## src/rtl/q2e_pkg.sv

```systemverilog
// ----------------------------------------------------------------------------
// q2e_pkg
// Shared constants and the arctangent table for the quaternion to Euler core.
// ----------------------------------------------------------------------------
package q2e_pkg;

    localparam int FRAC_BITS_DEF     = 14;
    localparam int CORDIC_STAGES_DEF = 16;

    // Widths of the exact Q28 arithmetic
    localparam int PROD_W = 32;     // 16x16 signed product
    localparam int SUM_W  = 34;     // 2*(a*b + c*d) and 1 - 2*(...)
    localparam int SIN_W  = 30;     // clamped pitch sine
    localparam int MAG_W  = 29;     // |sine|, up to 2^28
    localparam int RAD_W  = 58;     // radicand 2^56 - s^2, padded to even width
    localparam int ROOT_W = 29;     // floor square root of the radicand
    localparam int REM_W  = 32;     // square root remainder
    localparam int SQ_STEPS = RAD_W / 2;

    // Angle accumulator in 1/65536 degree
    localparam int ZW = 26;
    localparam logic signed [ZW-1:0] DEG90 = ZW'(90 * 65536);

    localparam int ROLL_W  = 16;
    localparam int PITCH_W = 15;
    localparam int ROLL_LIM  = 23040;
    localparam int PITCH_LIM = 11520;

    // atan(2^-i) in 1/65536 degree
    function automatic logic signed [ZW-1:0] atan_lut(input int i);
        logic signed [ZW-1:0] v;
        case (i)
            0:  v = ZW'(2949120);
            1:  v = ZW'(1740967);
            2:  v = ZW'(919879);
            3:  v = ZW'(466945);
            4:  v = ZW'(234379);
            5:  v = ZW'(117304);
            6:  v = ZW'(58666);
            7:  v = ZW'(29335);
            8:  v = ZW'(14668);
            9:  v = ZW'(7334);
            10: v = ZW'(3667);
            11: v = ZW'(1833);
            12: v = ZW'(917);
            13: v = ZW'(458);
            14: v = ZW'(229);
            15: v = ZW'(115);
            16: v = ZW'(57);
            17: v = ZW'(29);
            18: v = ZW'(14);
            19: v = ZW'(7);
            20: v = ZW'(4);
            21: v = ZW'(2);
            22: v = ZW'(1);
            default: v = '0;
        endcase
        return v;
    endfunction

endpackage

```

## src/rtl/q2e_cordic.sv

```systemverilog
// ----------------------------------------------------------------------------
// q2e_cordic
// Pipelined CORDIC vectoring atan2 with rounding to 1/128 degree and clamp.
// ----------------------------------------------------------------------------
module q2e_cordic import q2e_pkg::*; #(
    parameter int CW     = 23,
    parameter int STAGES = CORDIC_STAGES_DEF,
    parameter int OUT_W  = ROLL_W,
    parameter int LIM    = ROLL_LIM
) (
    input  logic                    i_clk,
    input  logic                    i_en,
    input  logic signed [CW-1:0]    i_x,
    input  logic signed [CW-1:0]    i_y,
    input  logic                    i_zero,
    output logic signed [OUT_W-1:0] o_angle
);

    localparam logic signed [ZW-1:0] LIMV = ZW'(LIM);

    logic signed [CW-1:0] r_x [STAGES+1];
    logic signed [CW-1:0] r_y [STAGES+1];
    logic signed [ZW-1:0] r_z [STAGES+1];
    logic                 r_zf[STAGES+1];

    // quadrant fold for negative x
    always_ff @(posedge i_clk) begin
        if (i_en) begin
            r_zf[0] <= i_zero;
            if (!i_x[CW-1]) begin
                r_x[0] <= i_x;
                r_y[0] <= i_y;
                r_z[0] <= '0;
            end else if (!i_y[CW-1]) begin
                r_x[0] <= i_y;
                r_y[0] <= -i_x;
                r_z[0] <= DEG90;
            end else begin
                r_x[0] <= -i_y;
                r_y[0] <= i_x;
                r_z[0] <= -DEG90;
            end
        end
    end

    // micro-rotations
    for (genvar i = 0; i < STAGES; i++) begin : g_stage
        logic signed [CW-1:0] xs, ys;
        assign xs = r_x[i] >>> i;
        assign ys = r_y[i] >>> i;

        always_ff @(posedge i_clk) begin
            if (i_en) begin
                r_zf[i+1] <= r_zf[i];
                if (!r_y[i][CW-1]) begin
                    r_x[i+1] <= r_x[i] + ys;
                    r_y[i+1] <= r_y[i] - xs;
                    r_z[i+1] <= r_z[i] + atan_lut(i);
                end else begin
                    r_x[i+1] <= r_x[i] - ys;
                    r_y[i+1] <= r_y[i] + xs;
                    r_z[i+1] <= r_z[i] - atan_lut(i);
                end
            end
        end
    end

    // round half up to 1/128 degree, clamp to range, zero for a zero vector
    logic signed [ZW-1:0]    rnd;
    logic signed [OUT_W-1:0] r_ang;

    assign rnd = (r_z[STAGES] + ZW'(256)) >>> 9;

    always_ff @(posedge i_clk) begin
        if (i_en) begin
            if (r_zf[STAGES]) begin
                r_ang <= '0;
            end else if (rnd > LIMV) begin
                r_ang <= OUT_W'(LIMV);
            end else if (rnd < -LIMV) begin
                r_ang <= OUT_W'(-LIMV);
            end else begin
                r_ang <= rnd[OUT_W-1:0];
            end
        end
    end

    assign o_angle = r_ang;

endmodule

```

## config.mk

```make
export PLATFORM = sky130hd
export DESIGN_NAME = q2e_cordic
export DESIGN_NICKNAME = d
export VERILOG_FILES = /design/src/rtl/q2e_pkg.sv /design/src/rtl/q2e_cordic.sv
export SDC_FILE = /design/constraint.sdc
export NUM_CORES = 2
export LEC_CHECK = 0
export BUFFER_PORTS_ARGS = -buffer_cell sky130_fd_sc_hd__buf_2
export CAP_MARGIN = 20
export CORE_MARGIN = 8
export CORE_UTILIZATION = 60
export CTS_BUF_LIST = sky130_fd_sc_hd__clkbuf_8
export CTS_CLUSTER_DIAMETER = 30
export DETAILED_ROUTE_END_ITERATION = 8
export PLACE_DENSITY_LB_ADDON = 0.08
export SETUP_SLACK_MARGIN = 0.05
export SYNTH_ARGS = -nofsm -noshare
export SYNTH_HDL_FRONTEND = slang
export SYNTH_SLANG_ARGS = --single-unit
```

## constraint.sdc

```tcl
create_clock -name i_clk -period 12.65 [get_ports i_clk]
set_clock_uncertainty 0.2 [all_clocks]
set_input_delay 3.795 -clock i_clk [delete_from_list [all_inputs] [get_ports i_clk]]
set_output_delay 3.795 -clock i_clk [all_outputs]
set_load 0.005 [all_outputs]
```

==> flow_results.org <==
** Run status
- The flow ran to the end, and the final reports show no timing, DRC or antenna violations.

** Place
- Final GP Congestion :: ~0.95
- Half-perimeter wire length after placement :: 165.6 mm
- Counting tap cells, the placed design contains a total of 11130 instances.
- Summing all placed instances gives a cell area of 92070 um2.
- Port buffer count :: 64

** Drt
- DR pass1 iterations :: 6
- After detailed routing, the number of vias per cell comes to 6.021.
- Drt initial violations :: 4953
- The detail route stage leaves a number of antenna-violating nets equal to 0.
- Post-detailed-route DRC marker count :: 0
- The final route contains 69960 vias.
- Final routed wirelength across all metal layers :: 213.7 mm
- Average wire per standard cell :: approximately 18 um

** Layout
- Cells fill 66.08% of the core in the end.
- Post-synthesis to final-layout area growth :: 9.245%
- Number of filler instances in the final layout :: 11930
- Nets :: between 10000 and 15000
- Area taken by flip-flops and latches :: 32280 um2
- Fraction of final layout cells with drive strength greater than 1 :: 6.589%
- Once layout is complete, the cells apart from fillers number 11620.
- The finished cells cover 97810 um2.
- The multi-input combinational cells in the finished layout cover a total of 54890 um2.

** Die
- After floorplanning, the core was sized to cover 148000 um2.
- Chip width :: 402.3 um
- The floorplan step set the die height to between 400 and 500 um.
- Initial core utilization :: 60.49%
- 65 I/O pins were placed.
- Site row count :: 141
- The die covers 161800 um2.

** Worst setup path
- STA classifies the critical path endpoint as a register.
- Worst reg2reg startpoint :: r_y[12][22]
- The slowest stage of the critical path belongs to the cell clkinv_1.
- Launching element of the worst setup path :: i_en
- Walking the worst path, the cells encountered are buf_8 > buf_12 > nand2_1 > buf_4 > clkinv_1 > nor2_1 > xnor2_1 > ha_1 > a21o_1 > a21oi_1 > o21ai_0 > a211o_1 > a21oi_1 > nand4b_1 > o211ai_1 > o41ai_1 > o211ai_1.
- Type of element launching the critical path :: primary input
- For the worst setup path, the data required time is ~13 ns.
- The largest single stage delay on the critical path is 0.87 ns.
- Counting cells, the worst reg-to-reg path comes to 15.
- STA puts the critical path data arrival time at 8.95 ns.
- Crit path kind :: in -> reg
- Worst reg2reg path endpoint :: r_x[13][22]
- CP max FO :: 118
- For flop-to-flop paths, the worst setup slack is 7.10 ns.

** Clock tree
- CTS H-tree depth :: 5
- Clock transition at the register clock pins on the worst setup and hold paths after CTS :: roughly 0.060 ns
- Counting along the longest clock path gives a buffer depth of 4.
- Buffers added to address setup during post-CTS repair amount to 0.
- Clock latency on the worst-skew pair, taken at its later pin, is 0.97 ns.
- Number of instances resized during post-cts repair :: 0
- Number of clock sinks :: 1075
- Hold repair after CTS inserted 0 buffers.
- CTS tree :: built
- Root buffer cell :: clkbuf_8
- Number of buffers created by CTS :: 278

** Timing
- After layout, the worst path uses 66.99% of the clock period.
- Setup violations remaining at the end of the flow were counted as 0.
- Setup TNS :: 0 ns
- Worst-case headroom to the max-slew limit :: 26.45%
- Worst Tran Pin Value :: 1.094 ns
- The number of endpoints with negative hold slack in the final report was 0.
- Maximum achievable frequency :: around 0.12 GHz
- Final critical-path required period :: 8.474 ns
- Unrepaired setup endpoints after global routing :: false
- Final count of pins violating max slew :: 0

** Run
- Max-cap violations in this run came to 0.

** Yosys
- In the synthesized netlist the async set-or-reset flop fraction comes to 0%.
- For this run, the register share of the synthesized area comes to 36.06%.
- Yosys mapped a number of flops with a built-in enable equal to 1075.
- Summed instance area of the synthesized netlist :: 89530 um2
- Number of nets produced by synthesis :: approximately 10000
- Among all flip-flop cells after synthesis, the most frequent one is edfxtp_1.
- The number of different library cells used by synthesis comes to 95.
- Synthesis handed over a netlist of 9247 instances.
- Count of yosys warnings during synthesis :: 0
- Synthesis inferred approximately 1100 register bits.
- After synthesis, the mean cell area works out to 9.682 um2.

** Global routing
- The initial antenna violation count is 3.
- Remaining Overflow, GRT :: 0
- Wire length of the first global-routing pass :: between 300 and 400 mm
- Vias in the first global route :: ~68000
- Largest net degree at the start of global routing :: 141
- Global routing usage summed across all routing layers :: 25.45%

** Worst hold path
- Hold Path Class :: reg -> reg
- Counting instances, the worst hold path has a depth of 0.
- Hold path startpoint :: r_zf[11]
- For hold timing, the worst endpoint is r_zf[12].
## per-stage QoR
stage / hold WS (ns) / setup slack (ns)
final: 0.2024 / 4.176
after global routing: 0.2100 / 3.883
after CTS: 0.1924 / 4.362
after detailed placement: 0.2045 / 3.283
after global placement: 0.2006 / 3.397
after floorplan: 0.2003 / 4.165
## synth_stat cells, types with 63 or more instances
| cell type | count | area share (%) |
|---|---|---|
| edfxtp_1 | 1075 | 36 |
| xnor2_1 | 810 | 7.9 |
| or3_1 | 64 | 0.45 |
| nor4_1 | 63 | 0.44 |
| inv_1 | 460 | 1.9 |
| nand2b_1 | 128 | 0.89 |
| xor2_1 | 407 | 4.0 |
| a21oi_1 | 787 | 4.4 |
| ha_1 | 1145 | 16 |
| nor2b_1 | 112 | 0.78 |
| o21bai_1 | 120 | 1.0 |
| nand2_1 | 627 | 2.6 |
| a31oi_1 | 77 | 0.54 |
| a211oi_1 | 72 | 0.60 |
| o21a_1 | 126 | 1.1 |
| nor2_1 | 710 | 3.0 |
| o31ai_1 | 130 | 1.1 |
| nor3_1 | 206 | 1.2 |
| clkbuf_1 | 137 | 0.57 |
| a21o_1 | 349 | 2.9 |
| and3_1 | 80 | 0.56 |
| nand3_1 | 152 | 0.85 |
| o21ai_0 | 608 | 3.4 |
## layout by cell type, fill, tap and decap left out, types with 128 or more instances in the layout
cell	instances
a21o_1	349
a21oi_1	787
clkbuf_8	284
edfxtp_1	1075
ha_1	1145
inv_1	496
nand2_1	626
nand2b_1	128
nand3_1	152
nor2_1	710
nor3_1	206
o21ai_0	608
o31ai_1	130
xnor2_1	810
xor2_1	407
## worst max-delay path, delay by kind of cell
kind	cells	cell delay, ns
compound gates	8	2.16
buf+inv	4	1.66
simple gates	3	0.69
fa+ha+maj	1	0.31
xor+xnor	1	0.20
## final cells by class
| class | count | share of cell area, % |
|---|---|---|
| flip-flops and latches | 1075 | 33.00 |
| well taps | 1930 | 2.469 |
| repair buffers | 115 | 0.7906 |
| clock buffers | 284 | 3.996 |
| inverters | 469 | 1.800 |
| clock inverters | 194 | 1.801 |
| multi-input cells | 7546 | 56.12 |
| diodes | 7 | 0.01791 |
## cells by family (layout without fill, tap and decap cells)
group,after synthesis,count (layout),share of synthesized area [%]
AOI/OAI and AO/OA,2718,2718,19.39
and+or+nand+nor,2386,2386,12.67
xor gates and xnor gates,1217,1217,11.91
adders and majority gates,1184,1184,16.87
DFF,1075,1075,36.06
buffers and inverters,626,1062,2.638
muxes,41,41,0.4710
other,0,7,0
## worst max-delay path by stage
stage	to	slack [ns]	cells after the start
5_1_grt	r_x[13][22]	3.88	17
4_1_cts	r_x[13][22]	4.36	17
6_report	r_x[13][22]	4.18	17
3_5_place_dp	r_x[13][22]	3.28	17
2_1_floorplan	r_y[10][21]	4.17	19
3_3_place_gp	r_x[13][22]	3.40	17
## per-layer routing
metal | share of wire (%) | track usage [%]
met5 | 0 | 0
met2 | 48 | 44.04
met4 | 3.6 | 9.522
met1 | 43 | 32.27
met3 | 5.0 | 3.791
## registers in the layout, summed over array words and instances, names as in the netlist
name,count
r_zf,17
r_y,345
r_z,366
r_x,331
o_angle,16
Power is not shown: default switching activity piles up to over one toggle a cycle in this logic, so the estimate is an artifact.
