$ cat src/rtl/q2e_pkg.sv
// ----------------------------------------------------------------------------
// q2e_pkg
// Shared constants and the arctangent table for the quaternion to Euler core.
// ----------------------------------------------------------------------------
package q2e_pkg;

    localparam int FRAC_BITS_DEF     = 14;
    localparam int CORDIC_STAGES_DEF = 16;

    // Widths of the exact Q28 arithmetic
    localparam int PROD_W = 32;     // 16x16 signed product
    localparam int SUM_W  = 34;     // 2*(a*b + c*d) and 1 - 2*(...)
    localparam int SIN_W  = 30;     // clamped pitch sine
    localparam int MAG_W  = 29;     // |sine|, up to 2^28
    localparam int RAD_W  = 58;     // radicand 2^56 - s^2, padded to even width
    localparam int ROOT_W = 29;     // floor square root of the radicand
    localparam int REM_W  = 32;     // square root remainder
    localparam int SQ_STEPS = RAD_W / 2;

    // Angle accumulator in 1/65536 degree
    localparam int ZW = 26;
    localparam logic signed [ZW-1:0] DEG90 = ZW'(90 * 65536);

    localparam int ROLL_W  = 16;
    localparam int PITCH_W = 15;
    localparam int ROLL_LIM  = 23040;
    localparam int PITCH_LIM = 11520;

    // atan(2^-i) in 1/65536 degree
    function automatic logic signed [ZW-1:0] atan_lut(input int i);
        logic signed [ZW-1:0] v;
        case (i)
            0:  v = ZW'(2949120);
            1:  v = ZW'(1740967);
            2:  v = ZW'(919879);
            3:  v = ZW'(466945);
            4:  v = ZW'(234379);
            5:  v = ZW'(117304);
            6:  v = ZW'(58666);
            7:  v = ZW'(29335);
            8:  v = ZW'(14668);
            9:  v = ZW'(7334);
            10: v = ZW'(3667);
            11: v = ZW'(1833);
            12: v = ZW'(917);
            13: v = ZW'(458);
            14: v = ZW'(229);
            15: v = ZW'(115);
            16: v = ZW'(57);
            17: v = ZW'(29);
            18: v = ZW'(14);
            19: v = ZW'(7);
            20: v = ZW'(4);
            21: v = ZW'(2);
            22: v = ZW'(1);
            default: v = '0;
        endcase
        return v;
    endfunction

endpackage

$ cat src/rtl/q2e_fifo.sv
// ----------------------------------------------------------------------------
// q2e_fifo
// Four-entry queue between the front end and the CORDIC back end.
// ----------------------------------------------------------------------------
module q2e_fifo import q2e_pkg::*; #(
    parameter int W = 8
) (
    input  logic         i_clk,
    input  logic         i_rst_n,
    input  logic         i_push,
    input  logic [W-1:0] i_data,
    input  logic         i_pop,
    output logic         o_full,
    output logic         o_empty,
    output logic [W-1:0] o_data
);

    localparam int DEPTH = 4;
    localparam int AW    = $clog2(DEPTH);

    logic [W-1:0]  r_mem [DEPTH];
    logic [AW-1:0] r_wp, r_rp;
    logic [AW:0]   r_cnt;

    assign o_full  = (r_cnt == (AW+1)'(DEPTH));
    assign o_empty = (r_cnt == '0);
    assign o_data  = r_mem[r_rp];

    // storage
    always_ff @(posedge i_clk) begin
        if (i_push) begin
            r_mem[r_wp] <= i_data;
        end
    end

    // pointers and fill count
    always_ff @(posedge i_clk) begin
        if (!i_rst_n) begin
            r_wp  <= '0;
            r_rp  <= '0;
            r_cnt <= '0;
        end else begin
            if (i_push) begin
                r_wp <= r_wp + 1'b1;
            end
            if (i_pop) begin
                r_rp <= r_rp + 1'b1;
            end
            case ({i_push, i_pop})
                2'b10:   r_cnt <= r_cnt + 1'b1;
                2'b01:   r_cnt <= r_cnt - 1'b1;
                default: r_cnt <= r_cnt;
            endcase
        end
    end

endmodule

$ cat config.mk
export PLATFORM = sky130hd
export DESIGN_NAME = q2e_fifo
export DESIGN_NICKNAME = d
export VERILOG_FILES = /design/src/rtl/q2e_pkg.sv /design/src/rtl/q2e_fifo.sv
export SDC_FILE = /design/constraint.sdc
export NUM_CORES = 1
export LEC_CHECK = 0
export BUFFER_PORTS_ARGS = -buffer_cell sky130_fd_sc_hd__buf_2
export CORE_ASPECT_RATIO = 1.75
export CORE_MARGIN = 2
export CORE_UTILIZATION = 40
export CTS_BUF_LIST = sky130_fd_sc_hd__clkbuf_4 sky130_fd_sc_hd__clkbuf_8
export DETAILED_ROUTE_END_ITERATION = 7
export SYNTH_ARGS = -nofsm -noshare
export SYNTH_HDL_FRONTEND = slang
export SYNTH_SLANG_ARGS = --single-unit
$ cat constraint.sdc
create_clock -name i_clk -period 2.23 [get_ports i_clk]
set_clock_uncertainty 0.15 [all_clocks]
set_input_delay 0.223 -clock i_clk [delete_from_list [all_inputs] [get_ports i_clk]]
set_output_delay 0.223 -clock i_clk [all_outputs]
set_load 0.01 [all_outputs]
==> summary.txt, run 1 <==
Hold path
  – Worst min-delay path class: input port to flip-flop

Global route
  – Overall routing resource usage: 12.6%
  – First-pass GRT wire length: 3950 microns
  – Pin count of the biggest net entering global routing: 14
  – Initial antenna violation count: 0
  – Vias in the first global route: 834
  – Grt total ovfl: 0

Placed design
  – DP Wirelength: 1700 microns
  – Gpl congestion: 0.739
  – Pre-CTS WS: 0.314 ns
  – Placed Area: 0.00176 sq mm
  – Port bufs: 21
  – Placed cells: 156

Floorplanning
  – Die area: 0.00456 sq mm
  – # IOs: 22
  – Die width: 51.9 microns
  – Initial Utilization: 41.6%
  – Placement row count: 30
  – Core area: 0.00387 sq mm
  – Die Ht: 87.9 microns

Timing
  – Max Transition Viols Final: 0
  – Unrepaired setup endpoints after global routing: false
  – Final setup viols: 0
  – FMAX: 0.542 GHz
  – Final Hold Fails: 0
  – Final WS setup: 0.385 ns
  – Min Tclk post-route: 1.84 ns
  – Setup TNS: 0 ns
  – Slew headroom: 71.0%
  – Tcrit/Tclk final: 82.7%
  – Worst hold slack: 0.0159 ns
  – Least-Margin Pin Slew: 0.435 ns

Clock network
  – Hold bufs inserted after CTS: 6
  – Htree depth: 2
  – CTS Buffer Depth: 2
  – Clk pin slew, worst setup/hold paths: 0.07 ns
  – # clock sinks: 41
  – Setup Buffers After CTS: 0
  – Post-CTS sizing: 0
  – TritonCTS clock tree: built
  – Skew-Pair Late Insertion Delay: 0.28 ns
  – Num CTS Buffers: 5
  – Root Driver: clkbuf_8

Routing
  – Highest Signal Layer: met4
  – Iter 0 DRT Violations: 20
  – # DRC: 0
  – Final WL: 2340 microns
  – Met3 wire length: 88 microns
  – Post-DR wirelength/cell: 13.8 microns
  – Metal2 WL: 1330 microns
  – Vias per inst: 4.74
  – Via count: 805
  – M1 WL: 849 microns
  – Drt first pass iters: 4
  – Antenna viol nets, final: 0

Power
  – Tot Pwr: 1.57 mW
  – Power Dens Cells: 818 mW/mm^2
  – Leakage: 0.705 nW
  – Peak VDD IR: 577 uV

Setup path
  – Critical Path End: o_data[5]
  – Worst Reg2Reg Path Length in Cells: 5
  – Setup CP Type: flip-flop to primary output
  – Crit path DAT: 1.47 ns
  – CP Max Fanout: 8
  – Worst r2r src: r_cnt[0]$_SDFFE_PN0P_
  – WP data required: 1.86 ns
  – FF-to-FF setup slack: 0.48 ns
  – Crit-path cells: buf_4, mux4_2, buf_2
  – Reg2Reg Capture Point: r_cnt[2]$_SDFFE_PN0P_
  – Setup crit end kind: primary output
  – Crit path largest cell delay: 0.52 ns
  – CP max-delay cell: mux4_2
  – Critical Path Start Type: flip-flop

Yosys
  – Post-synth top cells: 32 x edfxtp_1, 10 x and2_1, 9 x dfxtp_1
  – Mapped Area: 0.00161 sq mm
  – Share of flip-flops with an asynchronous set or reset: 0%
  – Cell count after synthesis: 88
  – Yosys warning count: 0
  – Synth unique cells: 19
  – EDFF count, synth: 32
  – Flops & latches, synth: 41
  – Main synth FF type: edfxtp_1
  – Count leader, synth: edfxtp_1
  – Mean Syn Cell Area: 18.3 sq um
  – Synth top area share: 59.8%
  – Synth area leader: edfxtp_1
  – Seq/Total Area, Yosys: 71.0%
  – Syn nets: 106
  – Synth top area cells: edfxtp_1 60%, dfxtp_1 11%, mux4_2 11%, and2_1 3.9%, ha_1 3.9%

Finish
  – Antenna Cells: 0
  – Fin cells: 170
  – Layout cells sized above 1: 31.1%
  – Post-Layout Inst Area: 0.00192 sq mm
  – Fin nets: 139
  – Post-layout util: 49.7%
  – Filler cells: 342
  – Area grow syn2layout: 19.5%

Job
  – Maxcap violations: 0

Run status
  – Status: completed
[flip-flops by register name, indices dropped and copies added, names as in the netlist, named ones only]
| signal | count |
|---|---|
| r_wp | 2 |
| r_mem | 32 |
| r_cnt | 3 |
| r_rp | 2 |
[worst max-delay path, delay by kind of cell (launching register included)]
family | cells | cell delay (ns)
buf+inv | 2 | 0.35
flops | 1 | 0.31
mux | 1 | 0.52
[power by group]
part	switching (mW)	total (mW)	leakage (nW)	internal (mW)
sequential	0.0227	0.893	0.368	0.870
combinational	0.0930	0.193	0.286	0.101
clock	0.235	0.485	0.0512	0.250
[cells by family after synthesis]
family          Yosys count  share of synthesized area [%]
flops                    41                           71.0
fa+ha+maj                 6                           5.14
mux                       9                           11.8
simple gates             16                           5.84
compound gates            3                           1.09
buf+inv                   8                           2.41
xor+xnor                  5                           2.72
[cell type report]
class	instances	area, sq um	share of cell area (%)
Multi-Input combinational cell	39	428	22.3
Sequential cell	41	1140	59.4
Clock inverter	2	13.8	0.717
Tap cell	48	60.1	3.13
Inverter	6	22.5	1.17
Clock buffer	6	82.6	4.30
Timing Repair Buffer	28	173	8.99
[per-layer routing]
layer  global-route usage (%)  up-vias
met3                     3.58        6
li1                         -      391
met4                     7.89        0
met1                     13.6      390
met5                        0        -
met2                     21.3       18
[worst min-delay path by stage]
| stage | start | endpoint | depth (start not counted) |
|---|---|---|---|
| 6_report | i_data[7] | r_mem[3][7]$_DFFE_PP_ | 1 |
| 5_1_grt | i_data[0] | r_mem[0][0]$_DFFE_PP_ | 1 |
| 4_1_cts | i_data[7] | r_mem[2][7]$_DFFE_PP_ | 1 |
| 3_5_place_dp | i_data[6] | r_mem[3][6]$_DFFE_PP_ | 1 |
| 3_3_place_gp | i_data[6] | r_mem[3][6]$_DFFE_PP_ | 1 |
| 2_1_floorplan | i_data[0] | r_mem[0][0]$_DFFE_PP_ | 0 |
[placed cells by master (no fill, tap or decap)]
cell type      instances
edfxtp_1              32
buf_2                 21
and2_1                10
dfxtp_1                9
mux4_2                 8
inv_1                  6
clkbuf_8               6
dlygate4sd3_1          6
ha_1                   5
xor2_1                 3
xnor2_1                2
nand2_1                2
o21ai_0                2
nor3_1                 1
and3_1                 1
mux2i_1                1
nor2b_1                1
or3_1                  1
a21boi_1               1
fa_1                   1
clkinv_4               1
clkinv_2               1
buf_4                  1
(Power assumes the default switching activity.)
==> inputs of run 2 (changes only) <==
--- a/config.mk
+++ b/config.mk
@@ -5,6 +5,7 @@
 export SDC_FILE = /design/constraint.sdc
 export NUM_CORES = 1
 export LEC_CHECK = 0
+export ABC_AREA = 1
 export BUFFER_PORTS_ARGS = -buffer_cell sky130_fd_sc_hd__buf_2
 export CORE_ASPECT_RATIO = 1.75
 export CORE_MARGIN = 2
==> constraint.sdc (replaced) <==
create_clock -name i_clk -period 1.8 [get_ports i_clk]
set_clock_uncertainty 0.15 [all_clocks]
set_input_delay 0.18 -clock i_clk [delete_from_list [all_inputs] [get_ports i_clk]]
set_output_delay 0.18 -clock i_clk [all_outputs]
set_load 0.01 [all_outputs]
==> run 2 against run 1 <==
Against the previous run: non-clock buffer count is 2 higher; area after synthesis is 1.6% higher; largest power group unchanged; worst setup slack got worse by 0.24 ns; sequential cell count is the same; hold slack improved by 0.015 ns; register-to-register slack lost 0.17 ns; first-iteration DRC count increased by 90%; sequential share of layout area decreased by 1.3 points.
==> summary.txt, run 2 <==
Run status
  – Status: completed

Setup path
  – Critical Path Start Type: flip-flop
  – CP Max Fanout: 16 (+8)
  – Reg2Reg Capture Point: r_cnt[2]$_SDFFE_PN0P_
  – Setup CP Type: flip-flop to primary output
  – CP max-delay cell: dfxtp_2
  – Crit-path cells: inv_2, o21ai_0, o22ai_1, buf_2
  – FF-to-FF setup slack: 0.31 ns (-0.17 ns)
  – Crit path largest cell delay: 0.35 ns (-0.17 ns)
  – Crit path DAT: 1.32 ns (-0.15 ns)
  – Worst r2r src: r_cnt[0]$_SDFFE_PN0P_
  – Setup crit end kind: primary output
  – Worst Reg2Reg Path Length in Cells: 7 (+2)
  – WP data required: 1.47 ns (-0.39 ns)

Clock network
  – Root Driver: clkbuf_8
  – Skew-Pair Late Insertion Delay: 0.28 ns (about the same)
  – TritonCTS clock tree: built
  – CTS Buffer Depth: 2 (unchanged)
  – Clk pin slew, worst setup/hold paths: 0.07 ns (about the same)
  – Num CTS Buffers: 5 (unchanged)
  – Htree depth: 2 (unchanged)
  – # clock sinks: 41 (unchanged)

Finish
  – Fin nets: 186 (+34%)
  – Max reg flops: 32 (unchanged)
  – Commonest non-fill, non-tap cell in the layout: edfxtp_1
  – Antenna Cells: 0 (unchanged)
  – Fin cells: 217 (+28%)
  – Layout cells sized above 1: 22.5% (-8.7 points)
  – Filler cells: 350 (+2.3%)
  – Area grow syn2layout: 20.4%
  – Largest regs: r_mem (32), r_cnt (3)
  – Commonest cells after routing, fill and taps aside: 32 x edfxtp_1, 21 x buf_2, 18 x o21ai_0
  – Largest reg by FF count: r_mem

Hold path
  – Hold depth: 3 (+2)
  – Hold_sp: i_rst_n
  – Worst min-delay path class: input port to flip-flop
  – Hold path endpoint: r_cnt[2]$_SDFFE_PN0P_

Power
  – Clock share of power: 32.5% (+1.6 points)
  – Power Dens Cells: 993 mW/mm^2 (+21%)
  – Sw Ratio: 23.0% (+0.67 points)
  – Net switching power: 0.449 mW (+28%)
  – Leakage: 0.790 nW (+12%)
  – Peak VDD IR: 749 uV (+30%)
  – Logic pwr share: 11.4% (-0.9 points)
  – Cell internal pwr: 1.50 mW (+23%)
  – Flop pwr share: 56.1% (-0.7 points)

Yosys
  – Synth unique cells: 18 (-1)
  – Synth top area cells: edfxtp_1 59%, dfxtp_1 11%, o21ai_0 5.5%, nor2_1 3.9%, ha_1 3.8%
  – Share of flip-flops with an asynchronous set or reset: 0% (unchanged)
  – Syn nets: 151 (+42%)
  – EDFF count, synth: 32 (unchanged)
  – Mean Syn Cell Area: 12.3 sq um (-33%)
  – Multiplexer share of the synthesized area: 0% (-12 points)
  – Post-synthesis xor/xnor area fraction: 0% (-2.7 points)
  – Synth top area share: 58.8% (-0.96 points)
  – Mapped Area: 0.00163 sq mm (+1.6%)
  – Synth area leader: edfxtp_1
  – Simple-Gate Fraction of Synth Area: 8.04% (+2.2 points)
  – Main combinational cell family by area after synthesis: compound AO/OA/AOI/OAI gates
  – Cell count after synthesis: 133 (+51%)
  – Adder-Cell Fraction of Synth Area: 5.05% (-0.083 points)
  – Flops & latches, synth: 41 (unchanged)
  – Post-synth top cells: 32 x edfxtp_1, 18 x o21ai_0, 17 x nor2_1
  – Count leader, synth: edfxtp_1
  – Compound-Gate Fraction of Synth Area: 11.8% (+11 points)
  – Yosys warning count: 0 (unchanged)
  – Seq/Total Area, Yosys: 69.8% (-1.1 points)
  – Main synth FF type: edfxtp_1

Timing
  – Setup TNS: 0 ns (unchanged)
  – Tcrit/Tclk final: 91.7%
  – Max Transition Viols Final: 0 (unchanged)
  – Final Hold Fails: 0 (unchanged)
  – Slew headroom: 74.9% (+3.9 points)
  – Least-Margin Pin Slew: 0.377 ns (-0.0583 ns)
  – Unrepaired setup endpoints after global routing: true
  – FMAX: 0.606 GHz
  – Min Tclk post-route: 1.65 ns
  – Final setup viols: 0 (unchanged)

Routing
  – Highest Signal Layer: met4
  – Metal2 WL: 1650 microns (+24%)
  – Antenna viol nets, final: 0 (unchanged)
  – Drt first pass iters: 5 (+1)
  – Post-DR wirelength/cell: 13.5 microns (-1.9%)
  – # DRC: 0 (unchanged)
  – M1 WL: 1160 microns (+36%)
  – Final WL: 2930 microns (+25%)
  – Vias per inst: 5.01 (+5.9%)
  – Via count: 1088 (+35%)
  – Met3 wire length: 101 microns (+15%)
  – Iter 0 DRT Violations: 38 (+90%)

Floorplanning
  – Core area: 0.00390 sq mm (+0.97%)
  – Die Ht: 88.6 microns (+0.77%)
  – # IOs: 22 (unchanged)
  – Die area: 0.00463 sq mm (+1.5%)
  – Initial Utilization: 41.9% (+0.27 points)
  – Die width: 52.3 microns (+0.75%)
  – Placement row count: 30 (unchanged)

Global route
  – First-pass GRT wire length: 4820 microns (+22%)
  – Initial antenna violation count: 0 (unchanged)
  – Vias in the first global route: 1131 (+36%)
  – Pin count of the biggest net entering global routing: 17 (+3)
  – Grt total ovfl: 0 (unchanged)
  – Overall routing resource usage: 14.9% (+2.2 points)

Placed design
  – DP Wirelength: 2010 microns (+18%)
  – Port bufs: 21 (unchanged)
  – Placed cells: 201 (+29%)
  – Gpl congestion: 0.698 (-5.5%)

Job
  – Maxcap violations: 0 (unchanged)
-- run 2: routing by layer --
layer	vias up	GRT usage [%]
met1	532	14.4
met4	0	11.0
met3	2	4.56
met2	20	25.6
met5	-	0
li1	534	-
-- run 2: logic make-up after synthesis --
family	Yosys count
AO/OA/AOI/OAI	35
buffers and inverters	19
AND/OR/NAND/NOR	32
flip-flops	41
adder cells (fa/ha/maj)	6
-- run 2: worst max path at each step --
stage | start | end | slack (ns) | cells after the start
4_1_cts | flip-flop | o_data[3] | 0.04 | 4
2_1_floorplan | i_push | r_cnt[2]$_SDFFE_PN0P_ | 0.41 | 10
6_report | flip-flop | o_data[0] | 0.15 | 4
3_3_place_gp | i_push | r_cnt[2]$_SDFFE_PN0P_ | 0.22 | 11
3_5_place_dp | i_push | r_cnt[2]$_SDFFE_PN0P_ | 0.14 | 10
5_1_grt | flip-flop | o_data[3] | -0.01 | 4
-- run 2: power by group through the flow --
stage               Sequential, mW  Clock [mW]  Combinational, mW
detailed placement            1.12           0              0.213
finish                        1.10       0.635              0.222
CTS                           1.10       0.644              0.227
global route                  1.10       0.686              0.253
floorplan                     1.11           0              0.134
global placement              1.11           0              0.200
-- run 2: critical path, delay by kind of cell (launching register included) --
| kind | cells | cell delay, ns |
|---|---|---|
| AOI/OAI and AO/OA | 2 | 0.27 |
| buffers and inverters | 2 | 0.41 |
| DFF | 1 | 0.35 |
-- run 2: through the flow --
stage          area (sq um)  util, %  setup WS (ns)  total power [mW]  hold WS [ns]
6_report               1970     50.4          0.150              1.95        0.0312
2_1_floorplan          1630        -          0.407              1.24         0.129
3_5_place_dp           1780     45.7          0.139              1.33         0.246
4_1_cts                1970     50.4         0.0373              1.97        0.0257
3_3_place_gp           1780     45.7          0.219              1.31         0.239
5_1_grt                1970     50.4        -0.0109              2.04        0.0389
-- run 2: what timing repair did --
action                                 in CTS  in global routing
gates resized for setup                     1                  2
endpoints found under the hold margin      32                  0
buffers inserted                            0                  0
hold buffers                                8                  0
pin swaps                                   0                  0
setup endpoints to repair                   3                  6
-- run 2: cell type report --
type                       count  area, sq um  area share (%)
sequential                    41         1140            58.1
multi-input combinational     73          407            20.7
timing repair buffer          30          193            9.79
clock buffer                   7         96.3            4.90
inverter                      17         63.8            3.24
tap                           48         60.1            3.05
clock inverter                 1         5.00           0.254
==> inputs of run 3 (changes only) <==
==> constraint.sdc (replaced) <==
create_clock -name i_clk -period 1.8 [get_ports i_clk]
set_clock_uncertainty 0.15 [all_clocks]
set_input_delay 0.18 -clock i_clk [delete_from_list [all_inputs] [get_ports i_clk]]
set_output_delay 0.18 -clock i_clk [all_outputs]
set_load 0.05 [all_outputs]
==> run 3 against run 2 <==
Against the previous run: first-iteration DRC count shrank 16%; sequential share of layout area shrank 1.8 points; core utilization grew 1.6 points; critical path type unchanged; highest routed layer unchanged.
==> summary.txt, run 3 (same netlist as run 2, synthesis figures left out) <==
Global route
  – Pin count of the biggest net entering global routing: 17 (unchanged)
  – Grt total ovfl: 0 (unchanged)
  – Top Usage Layer GRT: met2
  – Overall routing resource usage: 14.7% (-0.19 points)
  – Met2 Usage GRT: 26.3% (+0.68 points)
  – Initial antenna violation count: 0 (unchanged)
  – First-pass GRT wire length: 4720 microns (-2.2%)
  – M3 GR Usage: 3.55% (-1.0 points)
  – Met1 Track Usage GR: 15.1% (+0.74 points)
  – Vias in the first global route: 1059 (-6.4%)

Clock network
  – Htree depth: 2 (unchanged)
  – # clock sinks: 41 (unchanged)
  – Skew-Pair Late Insertion Delay: 0.29 ns (about the same)
  – CTS Buffer Depth: 2 (unchanged)
  – TritonCTS clock tree: built
  – Root Driver: clkbuf_8
  – Num CTS Buffers: 5 (unchanged)
  – Setup Buffers After CTS: 0 (unchanged)
  – Clk pin slew, worst setup/hold paths: 0.07 ns (about the same)

Timing
  – Unrepaired setup endpoints after global routing: false
  – Setup TNS: 0 ns (unchanged)
  – Tcrit/Tclk final: 94.7% (+3.0 points)
  – FMAX: 0.587 GHz (-3.2%)
  – Final WS setup: 0.0959 ns (-0.0540 ns)
  – Final Hold Fails: 0 (unchanged)
  – Max Transition Viols Final: 0 (unchanged)
  – Final setup viols: 0 (unchanged)
  – Min Tclk post-route: 1.70 ns (+0.0540 ns)
  – Slew headroom: 74.8% (about the same)
  – Least-Margin Pin Slew: 0.378 ns (+0.00102 ns)

Setup path
  – Critical Path End: o_data[4]
  – Worst r2r src: r_cnt[0]$_SDFFE_PN0P_
  – FF-to-FF setup slack: 0.31 ns (about the same)
  – Critical Path Start Type: flip-flop
  – Crit path max-delay family: buffers and inverters
  – CP Max Fanout: 8 (-8)
  – Stages on the worst setup path: 4 (unchanged)
  – Setup crit end kind: primary output
  – Reg2Reg Capture Point: r_cnt[2]$_SDFFE_PN0P_
  – WP buf/inv: 2 (unchanged)
  – CP max-delay cell: dfxtp_1
  – WP data required: 1.47 ns (about the same)
  – Worst Reg2Reg Path Length in Cells: 8 (+1)
  – Crit-path cells: buf_4, o21ai_0, o22ai_1, buf_2
  – Crit path largest cell delay: 0.39 ns (+0.04 ns)
  – Crit path DAT: 1.37 ns (+0.05 ns)
  – Setup CP Type: flip-flop to primary output

Floorplanning
  – Die Ht: 88.6 microns (unchanged)
  – Die width: 52.3 microns (unchanged)
  – Placement row count: 30 (unchanged)
  – Die area: 0.00463 sq mm (unchanged)
  – Initial Utilization: 41.9% (unchanged)
  – # IOs: 22 (unchanged)
  – Core area: 0.00390 sq mm (unchanged)

Finish
  – Fin nets: 188 (+1.1%)
  – Commonest cells after routing, fill and taps aside: 32 x edfxtp_1, 18 x o21ai_0, 17 x nor2_1
  – Antenna Cells: 0 (unchanged)
  – Max reg flops: 32 (unchanged)
  – Commonest non-fill, non-tap cell in the layout: edfxtp_1
  – Layout cells sized above 1: 22.8% (+0.32 points)
  – Fin cells: 219 (+0.92%)
  – Post-layout util: 52.0% (+1.6 points)
  – Largest regs: r_mem (32), r_cnt (3)
  – Largest reg by FF count: r_mem
  – Filler cells: 366 (+4.6%)
  – Area grow syn2layout: 24.2%

Routing
  – Final WL: 2900 microns (-1.0%)
  – Antenna viol nets, final: 0 (unchanged)
  – Vias per inst: 4.85 (-3.2%)
  – Iter 0 DRT Violations: 32 (-16%)
  – Drt first pass iters: 4 (-1)
  – # DRC: 0 (unchanged)
  – Post-DR wirelength/cell: 13.3 microns (-1.9%)
  – Via count: 1063 (-2.3%)

Placed design
  – Pre-CTS WS: 0.129 ns (-0.0107 ns)
  – DP Wirelength: 2060 microns (+2.2%)
  – Port bufs: 21 (unchanged)
  – Placed cells: 203 (+1.0%)
  – Gpl congestion: 0.762 (+9.1%)

Hold path
  – Hold depth: 3 (unchanged)
  – Worst min-delay path class: input port to flip-flop

Power
  – Peak VDD IR: 716 uV (-4.4%)
  – Power Dens Cells: 1120 mW/mm^2 (+13%)
  – Leakage: 0.819 nW (+3.6%)
  – Tot Pwr: 2.28 mW (+17%)

Job
  – Maxcap violations: 0 (unchanged)

Run status
  – Status: completed
-- run 3: per-layer routing --
metal  wire length, microns  up-vias
li1                       -      541
met1                   1110      496
met2                   1620       20
met3                     98        6
met4                     72        0
met5                      0        -
-- run 3: how the worst min path moves through the flow --
stage	startpoint	to	slack (ns)
finish	i_rst_n	r_cnt[2]$_SDFFE_PN0P_	0.02
global route	i_rst_n	r_cnt[2]$_SDFFE_PN0P_	0.03
CTS	i_rst_n	r_cnt[2]$_SDFFE_PN0P_	0.01
detailed placement	i_data[2]	r_mem[3][2]$_DFFE_PP_	0.25
global placement	i_data[7]	r_mem[3][7]$_DFFE_PP_	0.24
floorplan	i_data[0]	r_mem[0][0]$_DFFE_PP_	0.13
-- run 3: report_power, final --
group	switching [mW]	leakage (nW)	internal (mW)	total (mW)
Sequential	0.0228	0.369	1.07	1.09
Clock	0.304	0.0681	0.551	0.855
Combinational	0.234	0.382	0.101	0.335
-- run 3: repair_timing --
item	in CTS	in global routing
hold buffers	8	0
hold endpoints to repair	32	0
cloned	0	0
resized for setup	2	9
setup endpoints to repair	7	8
pin swaps	0	0
-- run 3: area by class of cell --
class	instances	area (sq um)	area share [%]
Clock buffer	5	68.8	3.39
Clock inverter	3	65.1	3.21
Inverter	17	66.3	3.27
Sequential cell	41	1140	56.3
Timing Repair Buffer	32	220	10.9
Multi-Input combinational cell	73	407	20.0
Tap cell	48	60.1	2.96
-- run 3: worst reg2reg max path: cells and delay by family, from the launching register on --
kind	cells	cell delay (ns)
adder cells (fa/ha/maj)	1	0.44
buffers and inverters	3	0.21
flip-flops	1	0.36
AND/OR/NAND/NOR	4	0.23
-- run 3: metrics by stage --
| step | hold slack (ns) | instance area, sq um |
|---|---|---|
| floorplan | 0.129 | 1630 |
| CTS | 0.0108 | 2020 |
| global route | 0.0263 | 2030 |
| finish | 0.0179 | 2030 |
| detailed placement | 0.248 | 1800 |
| global placement | 0.239 | 1800 |
